### config.mk
export PLATFORM = sky130hd
export DESIGN_NAME = awt_datapath
export DESIGN_NICKNAME = d
export VERILOG_FILES = /design/src/rtl/core/awt_pkg.sv /design/src/rtl/core/awt_datapath.sv
export SDC_FILE = /design/constraint.sdc
export NUM_CORES = 1
export LEC_CHECK = 0
export BUFFER_PORTS_ARGS = -buffer_cell sky130_fd_sc_hd__buf_4
export CAP_MARGIN = 20
export CORE_ASPECT_RATIO = 0.9
export CORE_MARGIN = 3
export CORE_UTILIZATION = 60
export CTS_CLUSTER_DIAMETER = 30
export CTS_CLUSTER_SIZE = 30
export DETAILED_ROUTE_END_ITERATION = 6
export GPL_TIMING_DRIVEN = 0
export PLACE_DENSITY = 0.8
export SYNTH_ARGS = -nofsm -noshare
export SYNTH_HDL_FRONTEND = slang
export SYNTH_SLANG_ARGS = --single-unit
### constraint.sdc
create_clock -name clk -period 8.1 [get_ports clk]
set_input_delay 1.62 -clock clk [delete_from_list [all_inputs] [get_ports clk]]
set_output_delay 1.62 -clock clk [all_outputs]
set_load 0.05 [all_outputs]
### src/rtl/core/awt_pkg.sv
// awt_pkg: shared types and constants of the ascii word tokenizer
// no dependencies; imported by the interfaces and all core modules

package awt_pkg;

    localparam int MAX_WORD = 64;
    localparam int ADDR_W   = $clog2(MAX_WORD);
    localparam int CNT_W    = $clog2(MAX_WORD + 1);
    localparam int LEN_W    = 7;
    localparam int CH_W     = 7;
    localparam int WORD_W   = 32;
    localparam int TAG_W    = 16;
    localparam int CFG_IDX_W  = 2;
    localparam int CFG_DATA_W = 7;

    localparam logic [CFG_IDX_W-1:0] CFG_MIN_LEN   = 2'd0;
    localparam logic [CFG_IDX_W-1:0] CFG_MAX_LEN   = 2'd1;
    localparam logic [CFG_IDX_W-1:0] CFG_ALLOW_APO = 2'd2;

    localparam logic [CH_W-1:0] CH_APOSTROPHE = 7'h27;
    localparam logic [CH_W-1:0] CH_UPPER_A    = 7'h41;
    localparam logic [CH_W-1:0] CH_UPPER_Z    = 7'h5a;
    localparam logic [CH_W-1:0] CH_LOWER_A    = 7'h61;
    localparam logic [CH_W-1:0] CH_LOWER_Z    = 7'h7a;
    localparam logic [CH_W-1:0] CH_DIGIT_0    = 7'h30;
    localparam logic [CH_W-1:0] CH_DIGIT_9    = 7'h39;
    localparam logic [CH_W-1:0] CASE_DELTA    = 7'h20;

    typedef enum logic [1:0] {
        ST_IDLE,
        ST_READ,
        ST_SEND
    } awt_state_t;

    typedef struct packed {
        logic accept;
        logic rd;
        logic advance;
    } awt_cmd_t;

    typedef struct packed {
        logic emit;
        logic last_char;
    } awt_stat_t;

endpackage

### src/rtl/core/awt_datapath.sv
// awt_datapath: config registers, byte classification, word store and output fields
// depends on awt_pkg

module awt_datapath
    import awt_pkg::*;
(
    input  logic                  clk,
    input  logic                  rst_n,
    input  logic                  cfg_we,
    input  logic [CFG_IDX_W-1:0]  cfg_index,
    input  logic [CFG_DATA_W-1:0] cfg_data,
    input  logic [CH_W-1:0]       ch,
    input  logic                  first_byte,
    input  logic                  last_byte,
    input  logic [WORD_W-1:0]     base_offset,
    input  logic [WORD_W-1:0]     base_position,
    input  logic [TAG_W-1:0]      meta_tag,
    input  logic [TAG_W-1:0]      context_tag,
    input  awt_cmd_t              cmd,
    output awt_stat_t             stat,
    output logic [CH_W-1:0]       word_char,
    output logic                  end_of_word,
    output logic [LEN_W-1:0]      word_length,
    output logic [WORD_W-1:0]     position,
    output logic [WORD_W-1:0]     head_offset,
    output logic [WORD_W-1:0]     tail_offset,
    output logic [TAG_W-1:0]      out_meta_tag,
    output logic [TAG_W-1:0]      out_context_tag
);

    logic [CH_W-1:0]   word_store [MAX_WORD];

    logic [LEN_W-1:0]  min_len_reg;
    logic [LEN_W-1:0]  max_len_reg;
    logic              allow_apo_reg;

    logic              inside_reg;
    logic [CNT_W-1:0]  count_reg;
    logic              seen_reg;
    logic [CNT_W-1:0]  lo_reg;
    logic [CNT_W-1:0]  hi_reg;
    logic [WORD_W-1:0] abs_reg;
    logic [WORD_W-1:0] pos_reg;
    logic [TAG_W-1:0]  meta_reg;
    logic [TAG_W-1:0]  context_reg;

    logic [ADDR_W-1:0] addr_reg;
    logic [LEN_W-1:0]  rem_reg;
    logic [LEN_W-1:0]  len_reg;
    logic [WORD_W-1:0] end_reg;
    logic [WORD_W-1:0] start_reg;
    logic [CH_W-1:0]   rd_data_reg;

    logic              fresh;
    logic              inside_eff;
    logic [CNT_W-1:0]  count_eff;
    logic              seen_eff;
    logic [CNT_W-1:0]  lo_eff;
    logic [CNT_W-1:0]  hi_eff;
    logic [CNT_W-1:0]  count_new;
    logic              seen_new;
    logic [CNT_W-1:0]  lo_new;
    logic [CNT_W-1:0]  hi_new;
    logic              seen_sel;
    logic [CNT_W-1:0]  lo_sel;
    logic [CNT_W-1:0]  hi_sel;
    logic [CH_W-1:0]   lc;
    logic              is_alnum;
    logic              wordch;
    logic [LEN_W-1:0]  maxl;
    logic [LEN_W-1:0]  minl;
    logic              close;
    logic [LEN_W-1:0]  len;
    logic [WORD_W-1:0] prev_abs;
    logic [WORD_W-1:0] cur_abs;
    logic [WORD_W-1:0] end_off;
    logic [WORD_W-1:0] pos_base;

    // byte classification and word bookkeeping
    always_comb
    begin
        fresh      = first_byte | ~inside_reg;
        inside_eff = ~first_byte & inside_reg;
        count_eff  = fresh ? '0 : count_reg;
        seen_eff   = fresh ? 1'b0 : seen_reg;
        lo_eff     = fresh ? '0 : lo_reg;
        hi_eff     = fresh ? '0 : hi_reg;

        if (ch >= CH_UPPER_A && ch <= CH_UPPER_Z)
        begin
            lc = ch + CASE_DELTA;
        end
        else
        begin
            lc = ch;
        end
        is_alnum = (lc >= CH_DIGIT_0 && lc <= CH_DIGIT_9)
                 || (lc >= CH_LOWER_A && lc <= CH_LOWER_Z);
        wordch   = is_alnum | (allow_apo_reg & (lc == CH_APOSTROPHE));

        if (max_len_reg == '0)
        begin
            maxl = LEN_W'(1);
        end
        else if (max_len_reg > LEN_W'(MAX_WORD))
        begin
            maxl = LEN_W'(MAX_WORD);
        end
        else
        begin
            maxl = max_len_reg;
        end
        minl = (min_len_reg == '0) ? LEN_W'(1) : min_len_reg;

        count_new = count_eff + CNT_W'(1);
        seen_new  = seen_eff | is_alnum;
        lo_new    = (is_alnum & ~seen_eff) ? count_eff : lo_eff;
        hi_new    = is_alnum ? count_new : hi_eff;

        seen_sel = wordch ? seen_new : seen_eff;
        lo_sel   = wordch ? lo_new : lo_eff;
        hi_sel   = wordch ? hi_new : hi_eff;

        if (wordch)
        begin
            close = (LEN_W'(count_new) >= maxl) | last_byte;
        end
        else
        begin
            close = inside_eff;
        end
        len = seen_sel ? LEN_W'(hi_sel - lo_sel) : '0;

        prev_abs = first_byte ? base_offset : abs_reg;
        cur_abs  = prev_abs + WORD_W'(1);
        end_off  = wordch ? cur_abs : prev_abs;
        pos_base = first_byte ? base_position : pos_reg;

        stat.emit      = close & (len >= minl);
        stat.last_char = (rem_reg == LEN_W'(1));
    end

    // configuration registers
    always_ff @(posedge clk or negedge rst_n)
    begin
        if (!rst_n)
        begin
            min_len_reg   <= LEN_W'(1);
            max_len_reg   <= LEN_W'(MAX_WORD);
            allow_apo_reg <= 1'b1;
        end
        else if (cfg_we)
        begin
            unique case (cfg_index)
                CFG_MIN_LEN:   min_len_reg   <= cfg_data;
                CFG_MAX_LEN:   max_len_reg   <= cfg_data;
                CFG_ALLOW_APO: allow_apo_reg <= cfg_data[0];
                default:       ;
            endcase
        end
    end

    // tokenizer state
    always_ff @(posedge clk or negedge rst_n)
    begin
        if (!rst_n)
        begin
            inside_reg  <= 1'b0;
            count_reg   <= '0;
            seen_reg    <= 1'b0;
            lo_reg      <= '0;
            hi_reg      <= '0;
            abs_reg     <= '0;
            pos_reg     <= '0;
            meta_reg    <= '0;
            context_reg <= '0;
        end
        else if (cmd.accept)
        begin
            inside_reg <= wordch & ~close;
            count_reg  <= (wordch & ~close) ? count_new : '0;
            seen_reg   <= seen_sel;
            lo_reg     <= lo_sel;
            hi_reg     <= hi_sel;
            abs_reg    <= cur_abs;
            pos_reg    <= pos_base + WORD_W'(stat.emit);
            if (first_byte)
            begin
                meta_reg    <= meta_tag;
                context_reg <= context_tag;
            end
        end
    end

    // emission counters and offsets
    always_ff @(posedge clk or negedge rst_n)
    begin
        if (!rst_n)
        begin
            rem_reg <= '0;
        end
        else if (cmd.accept & stat.emit)
        begin
            rem_reg <= len;
        end
        else if (cmd.advance)
        begin
            rem_reg <= rem_reg - LEN_W'(1);
        end
    end

    always_ff @(posedge clk)
    begin
        if (cmd.accept & stat.emit)
        begin
            addr_reg <= lo_sel[ADDR_W-1:0];
            len_reg  <= len;
            end_reg  <= end_off;
        end
        else if (cmd.advance)
        begin
            addr_reg <= addr_reg + ADDR_W'(1);
        end
        if (cmd.rd)
        begin
            start_reg <= end_reg - WORD_W'(len_reg) + WORD_W'(1);
        end
    end

    // word store
    always_ff @(posedge clk)
    begin
        if (cmd.accept & wordch)
        begin
            word_store[count_eff[ADDR_W-1:0]] <= lc;
        end
        if (cmd.rd)
        begin
            rd_data_reg <= word_store[addr_reg];
        end
    end

    assign word_char       = rd_data_reg;
    assign end_of_word     = stat.last_char;
    assign word_length     = len_reg;
    assign position        = pos_reg;
    assign head_offset     = start_reg;
    assign tail_offset     = end_reg;
    assign out_meta_tag    = meta_reg;
    assign out_context_tag = context_reg;

endmodule
-- After elaboration in Yosys (flattened, before gate mapping)
Memory sizes are Yosys's and may differ from the RTL's. A register that Yosys moved wholly into a read port is not among the register bits.
Index checks and enable logic that the tools add are counted.
- register bits after elaboration: 218
- RAM bits: 448
- output and inout port bits: 145
- logic and storage cells: 92
- memories kept: 1
- add/subtract/negate cells: 9
- magnitude comparators: 9
- equality and inequality tests: 4
- mux-type cells: 25
- bitwise operators: 15
- reduce and logical (&&, ||, !) cells: 12
- memories (memory ; words ; bits a word ; rd ports ; clocked after Yosys merged registers in ; wr ports ; line ; source):
    word_store ; 64 ; 7 ; 1 ; 1 ; 1 ; awt_datapath.sv:31 ; logic [CH_W-1:0] word_store [MAX_WORD];
- operator list (cell ; number):
    $mux 7 ; 15
    $mux 32 ; 3
    $add 32x1->32 const B ; 2
    $add 32x1->32 ; 1
    $sub 32x7->32 ; 1
    $ge 7x7->1 ; 2
    $ge 7x7->1 const B ; 2
    $le 7x7->1 const B ; 2
    $logic_not 7->1 ; 2
    $mux 6 ; 2
    $reduce_and 2->1 ; 4
    $add 7x1->7 const B ; 1
    $add 7x6->7 const B ; 1
    $and 1x1->1 ; 7
    $eq 7x1->1 const B ; 1
    $eq 7x6->1 const B ; 1
    $ge 7x6->1 const B ; 1
    $gt 7x7->1 const B ; 1
    $le 7x6->1 const B ; 1
    $sub 7x1->7 const B ; 1
    $sub 7x7->7 ; 1
    $add 6x1->6 const B ; 1
    $mux 1 ; 5
    $not 1->1 ; 4
    7 further kinds ; 12

-- Longest topological paths before layout
- depth in word-level cells: 15
- gate-level depth with buffers: 32

-- Worst setup path after synthesis
Ideal clock, no wire load.
- kind: in2reg
- start point: input ch[2]
- end point: register pos_reg[30], in the netlist position[30]
- library setup time: 0.129 ns
- arrival: 8.200 ns
- data required time: 7.971 ns
- setup slack: -0.229 ns
- stages: 28
- buffers on the path: 2
- cell sequence: buf_6 or4b_1 o22a_1 nor3_4 mux2i_1 clkbuf_1 a31oi_1 ha_1 fa_1 inv_1 a21oi_1 maj3_2 a21oi_2 xnor2_1 nor2_1 ha_1 nand2_1 o21a_1 nor2_1 ha_1 ha_1 nor4b_4 nand3_1 nand2b_1 or3_1 and2_0 o21ai_0 o21ai_1
- RTL lines (item ; line ; source):
    start, declared ; awt_datapath.sv:12 ; input logic [CH_W-1:0] ch,
    end signal, assigned ; awt_datapath.sv:186 ; pos_reg <= pos_base + WORD_W'(stat.emit);
    end, declared ; awt_datapath.sv:43 ; logic [WORD_W-1:0] pos_reg;

==> run_results.csv <==
group,metric,value,unit
sta,period_share,98.7,%
hold_path,hp-class,"reg -> reg",
power_and_ir_drop,ir_drop,0.223,mV
critical_path,crit_arrival,6370,ps
critical_path,slowest_delay,350,ps
finish,stdcell_count,3402,
yosys,yosysTopAreaCellShare,50.5,%
placement,dp_hpwl,60000,microns
yosys,synth_cell_types,82,
clock_network,numCtsBuffers,116,
route,vias_per_cell,6.59,
power_and_ir_drop,finalPower,10.4,mW
die,fp-row-count,79,
die,dieArea,55500,sq um
route,drt-initial-drc-count,3105,
placement,io_buffers,264,
finish,drive_gt1_share,28.2,%
placement,placed_cells,3166,
die,start_util,61.0,%
finish,largest_register_ff_count,448,
sta,worst-slew-pin-transition,1040,ps
die,io_pins,265,
finish,layout_common_cells,"edfxtp_1 (532), buf_4 (275), nor2_1 (174), nand2_1 (154), mux4_2 (147)",
critical_path,worstPathCellList,"buf_4, buf_4, buf_4, inv_1, clkbuf_4, clkbuf_4, and3_1, ha_1, nand3_1, xor2_1, nand2b_1, o21ai_1, ha_1, nor2_1, nor2_1, nor2_1, a21oi_2, xnor2_2, nor2_4, ha_1, nand2_1, o21a_1, nor2_4, buf_6",
yosys,synth.avg_cell_area,14.3,sq um
sta,hold_violations,0,
critical_path,cp-end-kind,"output pin",
critical_path,critPathRequiredTime,6480,ps
critical_path,worst-setup-path-type,"in -> out",
finish,fin_util,74.9,%
sta,fmax,125,MHz
critical_path,startpoint_type,"input port",
sta,drv_slew,0,
route,num_vias,22430,
yosys,synth_area,31600,sq um
route,drc,0,
finish,area_growth,22.8,%
route,wire_per_inst,28.5,microns
clock_network,cts_tree,"done",
yosys,syn_nets,2398,
critical_path,crit_slowest_cell,"ha_1",
sta,min_period,7990,ps
yosys,synth_seq_cells,673,
power_and_ir_drop,power.density,267,nW/um^2
sta,slew_headroom,30.6,%
yosys,async_flop_share,21.0,%
placement,gp_congestion,0.941,
power_and_ir_drop,p_leak,14.4,nW
grt,antenna_found_initial,6,
finish,layout.nets,2798,
clock_network,clk_pin_slew_worst_paths,50,ps
route,antenna_left,0,
critical_path,cp_top_family,"buffers and inverters",
clock_network,cts.sinks,673,
finish,layout_commonest_cell,"edfxtp_1",
grt,grt_max_degree,78,
yosys,ys_seq_area_share,61.6,%
die,dieHeight,224,microns
critical_path,crit_buf_inv,7,
outcome,status,"finished, final reports clean",
clock_network,clock-root-buffer,"clkbuf_16",
yosys,synth_flop_cell,"edfxtp_1",
sta,skew,36.5,ps
grt,first_global_vias,22399,
sta,setup_viol,0,
route,wirelength,96800,microns
yosys,synth_area_leader_cell,"edfxtp_1",
clock_network,clk_path_buf_depth,3,
die,core_area,51900,sq um
grt,grt_usage,34.9,%
yosys,syn_inst,2211,
die,die_w,248,microns
sta,setup_tns,0,ps
clock_network,h-tree-depth,3,
clock_network,insertion_delay,680,ps
yosys,synth_warnings,0,
route,firstDrtPassIters,7,
clock_network,postCtsHoldBufs,0,
run,cap_violations,0,
grt,grt_overflow,0,
critical_path,critPathMaxFanout,10,
yosys,synth_area_leaders,"edfxtp_1 (50%), dfrtp_1 (11%), mux4_2 (10%)",
yosys,synth_enable_flop_cells,532,
grt,grt_pass1_wl,143000,microns
==> per-stage QoR <==
step / area (sq um) / worst slack, ps / hold slack [ps]
after floorplan: 31600 / 34.2 / 450
after global placement: 34500 / -1180 / 461
after detailed placement: 34600 / -1450 / 471
after CTS: 38700 / 7.47 / 494
after global routing: 38900 / -43.6 / 512
final: 38900 / 106 / 499
==> synthesized netlist by cell type (5+ instances only) <==
cell type,instances
a21o_1,28
a21oi_1,80
a22o_1,7
a22oi_1,35
a2bb2oi_1,5
a31oi_1,10
a32oi_1,8
and3_1,17
buf_1,25
buf_2,9
clkbuf_1,72
dfrtp_1,138
edfxtp_1,532
ha_1,65
inv_1,79
mux2_2,70
mux2i_1,44
mux4_2,147
nand2_1,155
nand2b_1,10
nand3_1,37
nand3b_1,19
nand4_1,8
nor2_1,182
nor2b_1,16
nor3_1,26
nor3b_1,7
nor4_1,11
o21a_1,5
o21ai_0,118
o22a_1,5
o2bb2ai_1,7
o31ai_1,5
or3_1,10
or4_1,5
xnor2_1,71
xor2_1,67
==> cell type report <==
type	instances	area [sq um]
repair buffers	284	2250
fillers	3000	13000
clock inverters	86	933
flip-flops and latches	673	19500
well taps	688	861
diodes	2	5.00
plain buffers	110	465
clock buffers	133	3020
multi-input cells	1347	11500
inverters	79	297
==> metal layers <==
layer / share of wire [%] / vias to the layer above / GRT usage (%)
met4: 5.5 / 8 / 16.3
li1: - / 9260 / -
met2: 48 / 1669 / 54.9
met3: 11 / 364 / 9.10
met5: 0.056 / - / 0
met1: 36 / 11129 / 46.2
==> power by group <==
part / switching [mW] / total [mW] / internal (mW) / leakage (nW)
clock network: 1.83 / 4.91 / 3.09 / 1.91
registers: 0.115 / 4.01 / 3.90 / 6.55
logic: 0.898 / 1.43 / 0.537 / 5.97
total: 2.84 / 10.4 / 7.52 / 14.4
==> worst paths after layout <==
check,endpoint,from,cells after the start,slack (ps)
worst max register to register,position[23]$_DFFE_PN0P_,count_reg[0]$_DFFE_PN0P_,25,1830
worst max-delay path,stat[1],first_byte,24,110
max in group asynchronous,max_len_reg[6]$_DFFE_PN1P_,rst_n,2,6210
worst min register to register,lo_reg[4]$_DFFE_PN0P_,lo_reg[4]$_DFFE_PN0P_,2,500
min in group asynchronous,abs_reg[20]$_DFFE_PN0P_,rst_n,1,980
worst min-delay path,lo_reg[4]$_DFFE_PN0P_,lo_reg[4]$_DFFE_PN0P_,2,500
==> cells by family after synthesis <==
group           count (synthesis)  share of synthesized area, %
xor+xnor                      138                          3.82
mux                           263                          14.4
flops                         673                          61.6
simple gates                  528                          7.97
compound gates                350                          7.00
buf+inv                       191                          2.40
fa+ha+maj                      68                          2.73
==> repair_timing <==
item / 4_1_cts / 5_1_grt
gates resized for setup: 22 / 25
endpoints found under the setup margin: 48 / 18
pin swaps: 1 / 4
setup buffers: 7 / 6
==> worst register-to-register path, stage by stage, from the launching register on <==
cell and delay (ps):
dfrtp_1 530, and3_1 370, ha_1 270, nand3_1 110, xor2_1 180, nand2b_1 240
o21ai_1 280, ha_1 330, nor2_1 180, nor2_1 60, nor2_1 220, a21oi_2 100
xnor2_2 250, nor2_4 100, ha_1 350, nand2_1 50, o21a_1 220, nor2_4 150
ha_1 260, o21ai_1 300, nor4_4 490, nand3_1 250, or2_2 390, nor3b_1 210
a21oi_1 60, o22a_1 230
Note: power is estimated with default switching activity, not from simulation.
