$ cat config.mk
export PLATFORM = sky130hd
export DESIGN_NAME = awt_ctrl
export DESIGN_NICKNAME = d
export VERILOG_FILES = /design/src/rtl/core/awt_pkg.sv /design/src/rtl/core/awt_ctrl.sv
export SDC_FILE = /design/constraint.sdc
export NUM_CORES = 1
export LEC_CHECK = 0
export BUFFER_PORTS_ARGS = -buffer_cell sky130_fd_sc_hd__buf_2
export CORE_AREA = 2 2 39 41
export CTS_CLUSTER_DIAMETER = 200
export DETAILED_ROUTE_END_ITERATION = 12
export DIE_AREA = 0 0 41 43
export GPL_ROUTABILITY_DRIVEN = 0
export PLACE_DENSITY = 0.3
export SLEW_MARGIN = 40
export SYNTH_ARGS = -nofsm -noshare
export SYNTH_HDL_FRONTEND = slang
export SYNTH_SLANG_ARGS = --single-unit
$ cat constraint.sdc
create_clock -name clk -period 1.75 [get_ports clk]
set_input_delay 0.2625 -clock clk [delete_from_list [all_inputs] [get_ports clk]]
set_output_delay 0.2625 -clock clk [all_outputs]
set_load 0.01 [all_outputs]
$ cat src/rtl/core/awt_pkg.sv
// awt_pkg: shared types and constants of the ascii word tokenizer
// no dependencies; imported by the interfaces and all core modules

package awt_pkg;

    localparam int MAX_WORD = 64;
    localparam int ADDR_W   = $clog2(MAX_WORD);
    localparam int CNT_W    = $clog2(MAX_WORD + 1);
    localparam int LEN_W    = 7;
    localparam int CH_W     = 7;
    localparam int WORD_W   = 32;
    localparam int TAG_W    = 16;
    localparam int CFG_IDX_W  = 2;
    localparam int CFG_DATA_W = 7;

    localparam logic [CFG_IDX_W-1:0] CFG_MIN_LEN   = 2'd0;
    localparam logic [CFG_IDX_W-1:0] CFG_MAX_LEN   = 2'd1;
    localparam logic [CFG_IDX_W-1:0] CFG_ALLOW_APO = 2'd2;

    localparam logic [CH_W-1:0] CH_APOSTROPHE = 7'h27;
    localparam logic [CH_W-1:0] CH_UPPER_A    = 7'h41;
    localparam logic [CH_W-1:0] CH_UPPER_Z    = 7'h5a;
    localparam logic [CH_W-1:0] CH_LOWER_A    = 7'h61;
    localparam logic [CH_W-1:0] CH_LOWER_Z    = 7'h7a;
    localparam logic [CH_W-1:0] CH_DIGIT_0    = 7'h30;
    localparam logic [CH_W-1:0] CH_DIGIT_9    = 7'h39;
    localparam logic [CH_W-1:0] CASE_DELTA    = 7'h20;

    typedef enum logic [1:0] {
        ST_IDLE,
        ST_READ,
        ST_SEND
    } awt_state_t;

    typedef struct packed {
        logic accept;
        logic rd;
        logic advance;
    } awt_cmd_t;

    typedef struct packed {
        logic emit;
        logic last_char;
    } awt_stat_t;

endpackage

$ cat src/rtl/core/awt_ctrl.sv
// awt_ctrl: state machine sequencing byte intake and word character output
// depends on awt_pkg

module awt_ctrl
    import awt_pkg::*;
(
    input  logic      clk,
    input  logic      rst_n,
    input  logic      in_valid,
    output logic      in_ready,
    output logic      out_valid,
    input  logic      out_ready,
    input  awt_stat_t stat,
    output awt_cmd_t  cmd
);

    awt_state_t state_reg;
    awt_state_t state_next;

    always_ff @(posedge clk or negedge rst_n)
    begin
        if (!rst_n)
        begin
            state_reg <= ST_IDLE;
        end
        else
        begin
            state_reg <= state_next;
        end
    end

    always_comb
    begin
        state_next  = state_reg;
        in_ready    = 1'b0;
        out_valid   = 1'b0;
        cmd         = '0;
        unique case (state_reg)
            ST_IDLE:
            begin
                in_ready = 1'b1;
                if (in_valid)
                begin
                    cmd.accept = 1'b1;
                    if (stat.emit)
                    begin
                        state_next = ST_READ;
                    end
                end
            end
            ST_READ:
            begin
                cmd.rd     = 1'b1;
                state_next = ST_SEND;
            end
            ST_SEND:
            begin
                out_valid = 1'b1;
                if (out_ready)
                begin
                    cmd.advance = 1'b1;
                    state_next  = stat.last_char ? ST_IDLE : ST_READ;
                end
            end
            default:
            begin
                state_next = ST_IDLE;
            end
        endcase
    end

endmodule

After elaboration in Yosys (flattened, before gate mapping)
Index checks and enable logic that the tools add are counted.
{ "classes": {"bitwise_logic": 0, "eq_ne": 5, "n_div": 0, "mux": 12, "n_mul": 0, "addsub": 0, "shifts": 0, "reduce_logical": 2, "order_cmp": 0} }
{ "op_table": {"columns": ["cell", "n"], "rows": [
  ["1-bit 2-to-1 mux", 8],
  ["2-bit 2-to-1 mux", 3],
  ["2-bit inequality test (second input constant)", 3],
  ["2-bit case mux with 3 select lines", 1],
  ["3-bit AND reduction", 1],
  ["2-bit by 1-bit == test with 1-bit output (second input constant)", 1],
  ["2-bit == test (second input constant)", 1],
  ["2-bit logical NOT", 1]
]} }
{ "word_totals": {"inputBits": 6, "mem_bits_rw": 0, "word_cells": 20, "latchBits": 0, "n_memories": 0, "output_inout_bits": 5, "regBits": 2, "romBits": 0} }

Longest topological paths before layout
Gate-level depths: netlist of run 1.
{ "depth": {"depth_word": 3, "depth_mapped": 2, "ltp_nobuf": 2} }

Least setup slack after synthesis of run 1
No wires, ideal clock.
{ "synth_path": {"kind": "register to output", "startpoint": "register state_reg[1]", "endpoint": "output cmd[2] (netlist name)", "arrival_time_ps": 818, "path_buffers": 0, "required_ps": 1487, "stages_incl_launch_ff": 3, "setup_slack_ps": 670, "path_cell_list": "dfrtp_1 nor2_1 and2_1"} }
{ "synth_rtl": {"columns": ["element", "line", "rtl"], "rows": [
  ["from (decl)", "awt_ctrl.sv:17", "awt_state_t state_reg;"],
  ["from (signal assigned)", "awt_ctrl.sv:28", "state_reg <= state_next;"],
  ["to (decl)", "awt_ctrl.sv:14", "output awt_cmd_t cmd"]
]} }

==> results.py, run 1 <==
metrics = {
    "final_layout": {
        "largest_register_ff_count": 2,
        "drive_gt1_frac": 0.560,
        "area_growth_pct": 80.9,
        "diodes": 0,
        "fin_cells": 41,
        "fin_area_um2": 213,
        "fin_util": 0.154,
        "num-nets-final": 33,
        "num-fill-cells": 154,
    },
    "place": {
        "place_inst": 37,
        "placed_cell_area_um2": 180,
        "port_buffers": 10,
        "place_ws_ps": 623,
    },
    "timing": {
        "worst_pin_slew_ps": 150,
        "rsz0062_at_grt": "false",
        "fmax_mhz": 741,
        "min_period_ps": 1350,
        "slew_headroom": 0.900,
        "slew_viol_final": 0,
        "setup_viol": 0,
        "fin_worst_skew_ps": 0.396,
        "min_period_over_period": 0.772,
        "fin_setup_tns_ps": 0,
        "hold_viol": 0,
        "finalWorstSetupSlack_ps": 400,
    },
    "floorplanning": {
        "core_region_area_um2": 1380,
        "io_pins": 11,
        "die_y_um": 43,
        "initial_core_util": 0.0850,
        "die_x_um": 41,
        "rows": 14,
        "die-area_um2": 1760,
    },
    "setup_path": {
        "r2r-end": "state_reg[0]$_DFFE_PN0P_",
        "start_kind": "register",
        "crit_type": "register to output port",
        "slowest_delay_ps": 370,
        "critPathCapture": "cmd[0]",
        "slowest_stage": "dfrtp_1",
        "worstPathArrival_ps": 1090,
        "crit_path_end_kind": "output port",
        "startpoint": "state_reg[0]$_DFFE_PN0P_",
        "critPathMaxFanout": 4,
        "r2r-start": "state_reg[1]$_DFFE_PN0P_",
        "reg2regPathDepth": 2,
        "required_ps": 1490,
        "reg2reg_slack_ps": 860,
        "path_cells": "and2b_4 -> and2_1 -> buf_2",
    },
    "synth": {
        "synthTopCellsByArea": "dfrtp_1 (43%), and2_1 (11%), nor2b_1 (11%), a32o_1 (8.5%), and2b_4 (8.5%)",
        "syn_inst": 12,
        "synth_nets": 18,
        "synth_simple_gate_area_frac": 0.330,
        "yosys.area.top_type_share": 0.426,
        "yosys.area.top_type": "dfrtp_1",
        "ys_ff_latch": 2,
        "ys_types": 9,
        "muxShareOfSynthArea": 0,
        "synth_top_family_by_area": "simple AND/OR/NAND/NOR gates",
        "synth_adder_area_share": 0,
        "seq_area_frac_synth": 0.426,
        "ys.warnings.count": 0,
        "synth-xor-area-share": 0,
        "synth-compound-area-share": 0.149,
        "netlist_area_um2": 118,
        "syn_avg_cell_area_um2": 9.80,
    },
    "cts": {
        "clk_pin_slew_ps": 30,
        "ctsResizeCount": 0,
        "cts_buffer_depth": 2,
        "cts_setup_buffers": 0,
        "clock-sinks": 2,
        "htreeDepth": 1,
        "hold_buffers": 1,
        "cts_buffers": 3,
        "cts-root-buf": "clkbuf_4",
        "cts_tree": "done",
        "clk_latency_ps": 220,
    },
    "routing": {
        "route.detailed.wl_per_inst_um": 7.34,
        "vias_per_cell": 3.02,
        "drt-total-wl_um": 301,
        "drt_iter0_drc": 0,
        "final_antenna_net_count": 0,
        "route.vias.total": 124,
        "dr.pass1.iters": 1,
        "drc": 0,
    },
    "pwr": {
        "max-vdd-ir-drop_v": 0.000444,
        "power.leakage_nw": 0.120,
        "p_per_area_nw_per_um2": 1380,
    },
    "min_path": {
        "min_path_type": "input pin to register",
    },
    "status": {
        "status": "finished clean",
    },
    "global_routing": {
        "antenna_found_initial": 0,
        "grt_max_degree": 5,
        "grt_pass1_vias": 128,
        "grt_pass1_wl_um": 407,
        "overflow": 0,
        "grt_usage": 0.0432,
    },
    "flow_run": {
        "maxCapViolCount": 0,
    },
}
-- power breakdown --
group | internal [mW] | total, mW | switching, mW
sequential | 0.0612 | 0.0719 | 0.0107
combinational | 0.0633 | 0.121 | 0.0579
clock | 0.0756 | 0.101 | 0.0257
total | 0.200 | 0.294 | 0.0942
-- cells in the final DEF, fill, tap and decap left out, drive strengths merged --
| cell | netlist | layout |
|---|---|---|
| buf | 1 | 10 |
| clkbuf | 0 | 3 |
| and2 | 2 | 2 |
| nor2b | 2 | 2 |
| dfrtp | 2 | 2 |
| nor2 | 1 | 1 |
| and2b | 1 | 1 |
| a32o | 1 | 1 |
| inv | 1 | 1 |
| a21o | 1 | 1 |
| dlygate4sd3 | 0 | 1 |
-- critical path: cells and delay by family (launching register included) --
kind,cells,cell delay [ps]
buffers and inverters,1,120
AND/OR/NAND/NOR,2,370
flip-flops,1,370
-- worst min path at each step --
| stage | depth (start not counted) | endpoint | start |
|---|---|---|---|
| floorplan | 0 | state_reg[0]$_DFFE_PN0P_ | rst_n |
| global placement | 1 | state_reg[0]$_DFFE_PN0P_ | rst_n |
| detailed placement | 1 | state_reg[1]$_DFFE_PN0P_ | rst_n |
| CTS | 2 | state_reg[0]$_DFFE_PN0P_ | stat[1] |
| global route | 2 | state_reg[0]$_DFFE_PN0P_ | stat[1] |
| finish | 2 | state_reg[0]$_DFFE_PN0P_ | stat[1] |
-- per-stage QoR --
stage,total power [mW],hold slack (ps)
6_report,0.294,314
3_3_place_gp,0.192,48.4
2_1_floorplan,0.152,-33.1
3_5_place_dp,0.195,50.2
5_1_grt,0.327,324
4_1_cts,0.307,317
-- per-layer routing --
layer,up-vias,global-route usage,share of wire
li1,64,-,-
met1,49,0.0386,0.47
met2,11,0.0500,0.41
met3,0,0.0157,0.12
met4,0,0.0800,0
met5,-,0,0
-- cell families after synthesis --
group,Yosys count
buffers and inverters,2
DFF,2
AOI/OAI and AO/OA,2
and+or+nand+nor,6
-- cells in the mapped netlist --
cell type,count
a21o_1,1
and2b_4,1
and2_1,2
buf_4,1
nor2b_1,2
inv_1,1
a32o_1,1
nor2_1,1
dfrtp_1,2
-- area by class of cell --
cell class | instances | area [um2] | share of cell area
Timing Repair Buffer | 11 | 60.1 | 0.282
Clock buffer | 3 | 22.5 | 0.106
Sequential cell | 2 | 50.0 | 0.235
Inverter | 1 | 3.75 | 0.0176
Tap cell | 16 | 20.0 | 0.0941
Multi-Input combinational cell | 8 | 56.3 | 0.265
Power figures use the tool's default switching activity.
==> inputs of run 2 (changes only) <==
--- a/config.mk
+++ b/config.mk
@@ -5,6 +5,7 @@
 export SDC_FILE = /design/constraint.sdc
 export NUM_CORES = 1
 export LEC_CHECK = 0
+export ABC_AREA = 1
 export BUFFER_PORTS_ARGS = -buffer_cell sky130_fd_sc_hd__buf_2
 export CORE_AREA = 2 2 39 41
 export CTS_CLUSTER_DIAMETER = 200
==> constraint.sdc (replaced) <==
create_clock -name clk -period 1.4 [get_ports clk]
set_input_delay 0.21 -clock clk [delete_from_list [all_inputs] [get_ports clk]]
set_output_delay 0.21 -clock clk [all_outputs]
set_load 0.01 [all_outputs]
==> run 2 against run 1 <==
- clock power increased by 25%
- worst setup slack got worse by 200 ps
- register-to-register slack worse by 220 ps
- hold slack got worse by 80 ps
- first-iteration DRC count is the same
- design area is 3.5% higher
- utilization up 0.54 points
- die area is the same
- via count grew 29%
- sequential cell count did not move
- combinational power up 19%
- critical endpoint is now cmd[2]
- largest power group unchanged
- highest routed layer unchanged
==> results.py, run 2 <==
metrics = {
    "status": {
        "status": "finished clean",
    },
    "synth": {
        "synthTopCellsByCount": "nand2_1 (7), inv_1 (3), dfrtp_1 (2), nor2_1 (2)",
        "synthTopCellsByArea": "dfrtp_1 (40%), nand2_1 (21%), inv_1 (9.0%), buf_4 (6.0%), nor2_1 (6.0%)",
        "synth_ff_type": "dfrtp_1",
        "yosys.area.top_type_share": 0.400,
        "ys.warnings.count": 0,
        "synth-edff-count": 0,
        "synth_nets": 25,
        "ys_ff_latch": 2,
        "async_flop_share": 1.00,
        "ys_types": 9,
        "netlist_area_um2": 125,
        "seq_area_frac_synth": 0.400,
        "synth.most_common_cell": "nand2_1",
        "yosys.area.top_type": "dfrtp_1",
        "syn_avg_cell_area_um2": 6.59,
        "syn_inst": 19,
    },
    "setup_path": {
        "required_ps": 1190,
        "slowest_delay_ps": 410,
        "slowest_stage": "dfrtp_1",
        "path_cells": "nor3b_1 -> buf_2",
        "r2r-end": "state_reg[1]$_DFFE_PN0P_",
        "reg2regPathDepth": 3,
        "crit_path_end_kind": "output port",
        "crit_type": "register to output port",
        "start_kind": "register",
        "worstPathArrival_ps": 990,
        "critPathMaxFanout": 5,
        "r2r-start": "state_reg[0]$_DFFE_PN0P_",
        "reg2reg_slack_ps": 640,
    },
    "final_layout": {
        "fin_util": 0.159,
        "fin_cells": 48,
        "area_growth_pct": 76.0,
        "largest_register_ff_count": 2,
        "drive_gt1_frac": 0.469,
        "layout_common_cells": "buf_2 (10), nand2_1 (7), inv_1 (3), clkbuf_4 (3)",
        "diodes": 0,
        "num-nets-final": 40,
        "final_common_cell": "buf_2",
    },
    "timing": {
        "min_period_over_period": 0.860,
        "setup_viol": 0,
        "fin_worst_skew_ps": 4.00,
        "rsz0062_at_grt": "false",
        "worst_pin_slew_ps": 169,
        "finalWorstSetupSlack_ps": 196,
        "fin_setup_tns_ps": 0,
        "fmax_mhz": 830,
        "slew_viol_final": 0,
        "min_period_ps": 1200,
        "hold_viol": 0,
        "slew_headroom": 0.887,
    },
    "pwr": {
        "p_per_area_nw_per_um2": 1670,
        "power.leakage_nw": 0.139,
        "fin_total_pwr_uw": 367,
        "max-vdd-ir-drop_v": 0.000212,
    },
    "floorplanning": {
        "initial_core_util": 0.0904,
        "io_pins": 11,
        "die_x_um": 41,
        "die-area_um2": 1760,
        "die_y_um": 43,
        "core_region_area_um2": 1380,
        "rows": 14,
    },
    "global_routing": {
        "grt_max_degree": 6,
        "antenna_found_initial": 0,
        "grt_pass1_vias": 143,
        "grt_usage": 0.0481,
        "grt_pass1_wl_um": 441,
        "overflow": 0,
    },
    "cts": {
        "clk_pin_slew_ps": 30,
        "cts_buffer_depth": 2,
        "cts_setup_buffers": 0,
        "cts_tree": "done",
        "cts_buffers": 3,
        "htreeDepth": 1,
        "clk_latency_ps": 220,
        "clock-sinks": 2,
        "cts-root-buf": "clkbuf_4",
    },
    "min_path": {
        "worstHoldStart": "stat[0]",
        "hold_end": "state_reg[0]$_DFFE_PN0P_",
        "min_path_type": "input pin to register",
        "hold_depth": 4,
    },
    "routing": {
        "drt-total-wl_um": 312,
        "route.vias.total": 160,
        "vias_per_cell": 3.33,
        "drt_iter0_drc": 0,
        "route.detailed.wl_per_inst_um": 6.50,
        "dr.pass1.iters": 1,
        "final_antenna_net_count": 0,
        "drc": 0,
    },
    "flow_run": {
        "maxCapViolCount": 0,
    },
    "place": {
        "hpwl_um": 260,
        "port_buffers": 10,
        "place_inst": 44,
        "place_ws_ps": 428,
    },
}
-- run 2: cell count changes after synthesis --
cell     delta
a21o_1      -1
and2b_4     -1
nor3_1      +1
nor3b_1     +1
nor2_1      +1
and2_1      -2
inv_2       +1
a32o_1      -1
nor2b_1     -2
nor2_2      +1
nand2_1     +7
inv_1       +2
-- run 2: kinds of logic (layout without fill, tap and decap cells) --
| logic type | after synthesis | after routing | share of synthesized area |
|---|---|---|---|
| buf+inv | 5 | 18 | 0.180 |
| flops | 2 | 2 | 0.400 |
| simple gates | 12 | 12 | 0.420 |
-- run 2: critical path, delay by kind of cell (launching register included) --
family	cells	cell delay, ps
and+or+nand+nor	1	200
buffers and inverters	1	160
DFF	1	410
-- run 2: metal layers --
metal / share of wire / global-route usage / up-vias
li1: - / - / 81
met1: 0.31 / 0.0224 / 72
met2: 0.59 / 0.0625 / 7
met3: 0.099 / 0.0314 / 0
met4: 0 / 0.100 / 0
met5: 0 / 0 / -
-- run 2: worst max-delay path by stage --
stage                                   from     end  depth (start not counted)
floorplan           state_reg[0]$_DFFE_PN0P_  cmd[2]                          1
global placement    state_reg[0]$_DFFE_PN0P_  cmd[0]                          2
detailed placement  state_reg[0]$_DFFE_PN0P_  cmd[2]                          2
CTS                 state_reg[0]$_DFFE_PN0P_  cmd[2]                          2
global route        state_reg[0]$_DFFE_PN0P_  cmd[2]                          2
finish              state_reg[0]$_DFFE_PN0P_  cmd[2]                          2
-- run 2: timing repair --
item	CTS	global route
endpoints found under the hold margin	2	0
resized for setup	0	0
hold buffers	1	0
setup endpoints to repair	0	0
-- run 2: metrics by stage --
| stage | hold slack (ps) | cell area [um2] |
|---|---|---|
| 2_1_floorplan | -85.6 | 125 |
| 3_3_place_gp | -0.923 | 188 |
| 3_5_place_dp | -2.63 | 188 |
| 4_1_cts | 228 | 220 |
| 5_1_grt | 245 | 220 |
| 6_report | 233 | 220 |
-- run 2: where the power goes --
group	total, mW	switching [mW]	internal [mW]	leakage, nW
combinational	0.144	0.0836	0.0607	0.0993
sequential	0.0970	0.0205	0.0765	0.0261
clock	0.126	0.0315	0.0945	0.0138
total	0.367	0.136	0.232	0.139
-- run 2: layout make-up --
class	count	area [um2]
multi-input combinational	12	52.6
clock buffer	3	22.5
timing repair buffer	11	60.1
sequential	2	50.0
inverter	4	15.0
tap	16	20.0
fill	167	1160
==> inputs of run 3 (changes only) <==
--- a/config.mk
+++ b/config.mk
@@ -7,12 +7,14 @@
 export LEC_CHECK = 0
 export ABC_AREA = 1
 export BUFFER_PORTS_ARGS = -buffer_cell sky130_fd_sc_hd__buf_2
+export CELL_PAD_IN_SITES_DETAIL_PLACEMENT = 1
+export CELL_PAD_IN_SITES_GLOBAL_PLACEMENT = 1
 export CORE_AREA = 2 2 39 41
 export CTS_CLUSTER_DIAMETER = 200
 export DETAILED_ROUTE_END_ITERATION = 12
 export DIE_AREA = 0 0 41 43
 export GPL_ROUTABILITY_DRIVEN = 0
-export PLACE_DENSITY = 0.3
+export PLACE_DENSITY = 0.38
 export SLEW_MARGIN = 40
 export SYNTH_ARGS = -nofsm -noshare
 export SYNTH_HDL_FRONTEND = slang
==> run 3 against run 2 <==
- critical path depth is the same
- hold slack gained 9.7 ps
- non-clock buffer count is the same
- clock-buffer cell count is the same
- die area is the same
- cell count is the same
- register-to-register slack is essentially flat
- clock power is essentially flat
==> results.py, run 3 (same netlist as run 2, synthesis figures left out) <==
metrics = {
    "routing": {
        "vias_per_cell": 3.33,
        "route.detailed.wl_per_inst_um": 7.88,
        "drt_iter0_drc": 1,
        "drc": 0,
        "route.vias.total": 160,
        "drt-total-wl_um": 378,
        "dr.pass1.iters": 2,
        "final_antenna_net_count": 0,
    },
    "final_layout": {
        "layout_common_cells": "buf_2 (10), nand2_1 (7), inv_1 (3), clkbuf_4 (3)",
        "num-fill-cells": 174,
        "drive_gt1_frac": 0.469,
        "num-nets-final": 40,
        "final_common_cell": "buf_2",
        "largest_register_ff_count": 2,
        "area_growth_pct": 76.0,
        "diodes": 0,
    },
    "pwr": {
        "max-vdd-ir-drop_v": 0.000293,
        "power_frac_comb": 0.399,
        "clockPowerShare": 0.340,
        "power.leakage_nw": 0.139,
        "p_per_area_nw_per_um2": 1670,
        "p_seq_frac": 0.261,
        "intPower_uw": 232,
        "power_switching_uw": 137,
        "swShare": 0.372,
    },
    "floorplanning": {
        "rows": 14,
        "io_pins": 11,
        "die_x_um": 41,
        "die_y_um": 43,
        "core_region_area_um2": 1380,
        "initial_core_util": 0.0904,
        "die-area_um2": 1760,
    },
    "global_routing": {
        "grt_usage": 0.0563,
        "grt_max_degree": 6,
        "grt_pass1_vias": 178,
        "overflow": 0,
        "grt_pass1_wl_um": 621,
        "antenna_found_initial": 0,
    },
    "timing": {
        "holdWs_ps": 243,
        "setup_viol": 0,
        "min_period_ps": 1190,
        "min_period_over_period": 0.853,
        "worst_pin_slew_ps": 166,
        "slew_headroom": 0.890,
        "slew_viol_final": 0,
        "hold_viol": 0,
        "fmax_mhz": 837,
        "rsz0062_at_grt": "false",
        "fin_worst_skew_ps": 1.74,
        "fin_setup_tns_ps": 0,
    },
    "cts": {
        "clock-sinks": 2,
        "htreeDepth": 1,
        "cts_buffers": 3,
        "cts_tree": "done",
        "clk_pin_slew_ps": 30,
        "cts-root-buf": "clkbuf_4",
        "cts_buffer_depth": 2,
        "cts_setup_buffers": 0,
        "clk_latency_ps": 220,
    },
    "setup_path": {
        "start_kind": "register",
        "crit_type": "register to output port",
        "critPathMaxFanout": 5,
        "crit_path_end_kind": "output port",
        "required_ps": 1190,
        "worstPathArrival_ps": 980,
    },
    "place": {
        "hpwl_um": 311,
        "port_buffers": 10,
    },
    "min_path": {
        "min_path_type": "input pin to register",
    },
    "flow_run": {
        "maxCapViolCount": 0,
    },
    "status": {
        "status": "finished clean",
    },
}
run 3: per-layer routing:
metal / global-route usage / vias to the layer above / wire length [um]
met1: 0.0581 / 70 / 182
met5: 0 / - / 0
met2: 0.0719 / 9 / 155
met4: 0.0400 / 0 / 0
li1: - / 81 / -
met3: 0.0471 / 0 / 39
run 3: area by class of cell:
cell class                      count  area, um2  share of cell area
Timing Repair Buffer               11       60.1               0.273
Sequential cell                     2       50.0               0.227
Multi-Input combinational cell     12       52.6               0.239
Tap cell                           16       20.0              0.0909
Inverter                            4       15.0              0.0682
Clock buffer                        3       22.5               0.102
run 3: stage by stage:
stage	util	cells	total power, mW	setup slack [ps]	area [um2]
detailed placement	0.136	44	0.244	423	188
global placement	0.136	44	0.244	407	188
CTS	0.159	48	0.383	181	220
global route	0.159	48	0.410	114	220
finish	0.159	48	0.369	205	220
floorplan	-	19	0.189	462	125
run 3: repair_timing:
| action | in CTS | in global routing |
|---|---|---|
| hold buffers | 1 | 0 |
| hold endpoints to repair | 2 | 0 |
| gates resized for setup | 0 | 0 |
run 3: final timing paths:
check / slack, ps / cells after the start / endpoint / startpoint
setup / recovery: 210 / 2 / cmd[2] / state_reg[0]$_DFFE_PN0P_
hold / removal: 240 / 4 / state_reg[0]$_DFFE_PN0P_ / stat[0]
setup reg to reg: 630 / 3 / state_reg[0]$_DFFE_PN0P_ / state_reg[0]$_DFFE_PN0P_
hold reg to reg: 600 / 2 / state_reg[1]$_DFFE_PN0P_ / state_reg[0]$_DFFE_PN0P_
max in group asynchronous: 1000 / 2 / state_reg[0]$_DFFE_PN0P_ / rst_n
min in group asynchronous: 310 / 2 / state_reg[1]$_DFFE_PN0P_ / rst_n
run 3: worst max-delay path, stage by stage, from the launching register on:
cell     delay (ps)
dfrtp_1         410
nor3b_1         190
buf_2           160
run 3: power groups by stage:
stage	Sequential (mW)	Clock [mW]	Combinational, mW
floorplan	0.0935	0	0.0957
global placement	0.0966	0	0.148
detailed placement	0.0968	0	0.147
CTS	0.0963	0.136	0.151
global route	0.0996	0.145	0.166
finish	0.0963	0.125	0.147
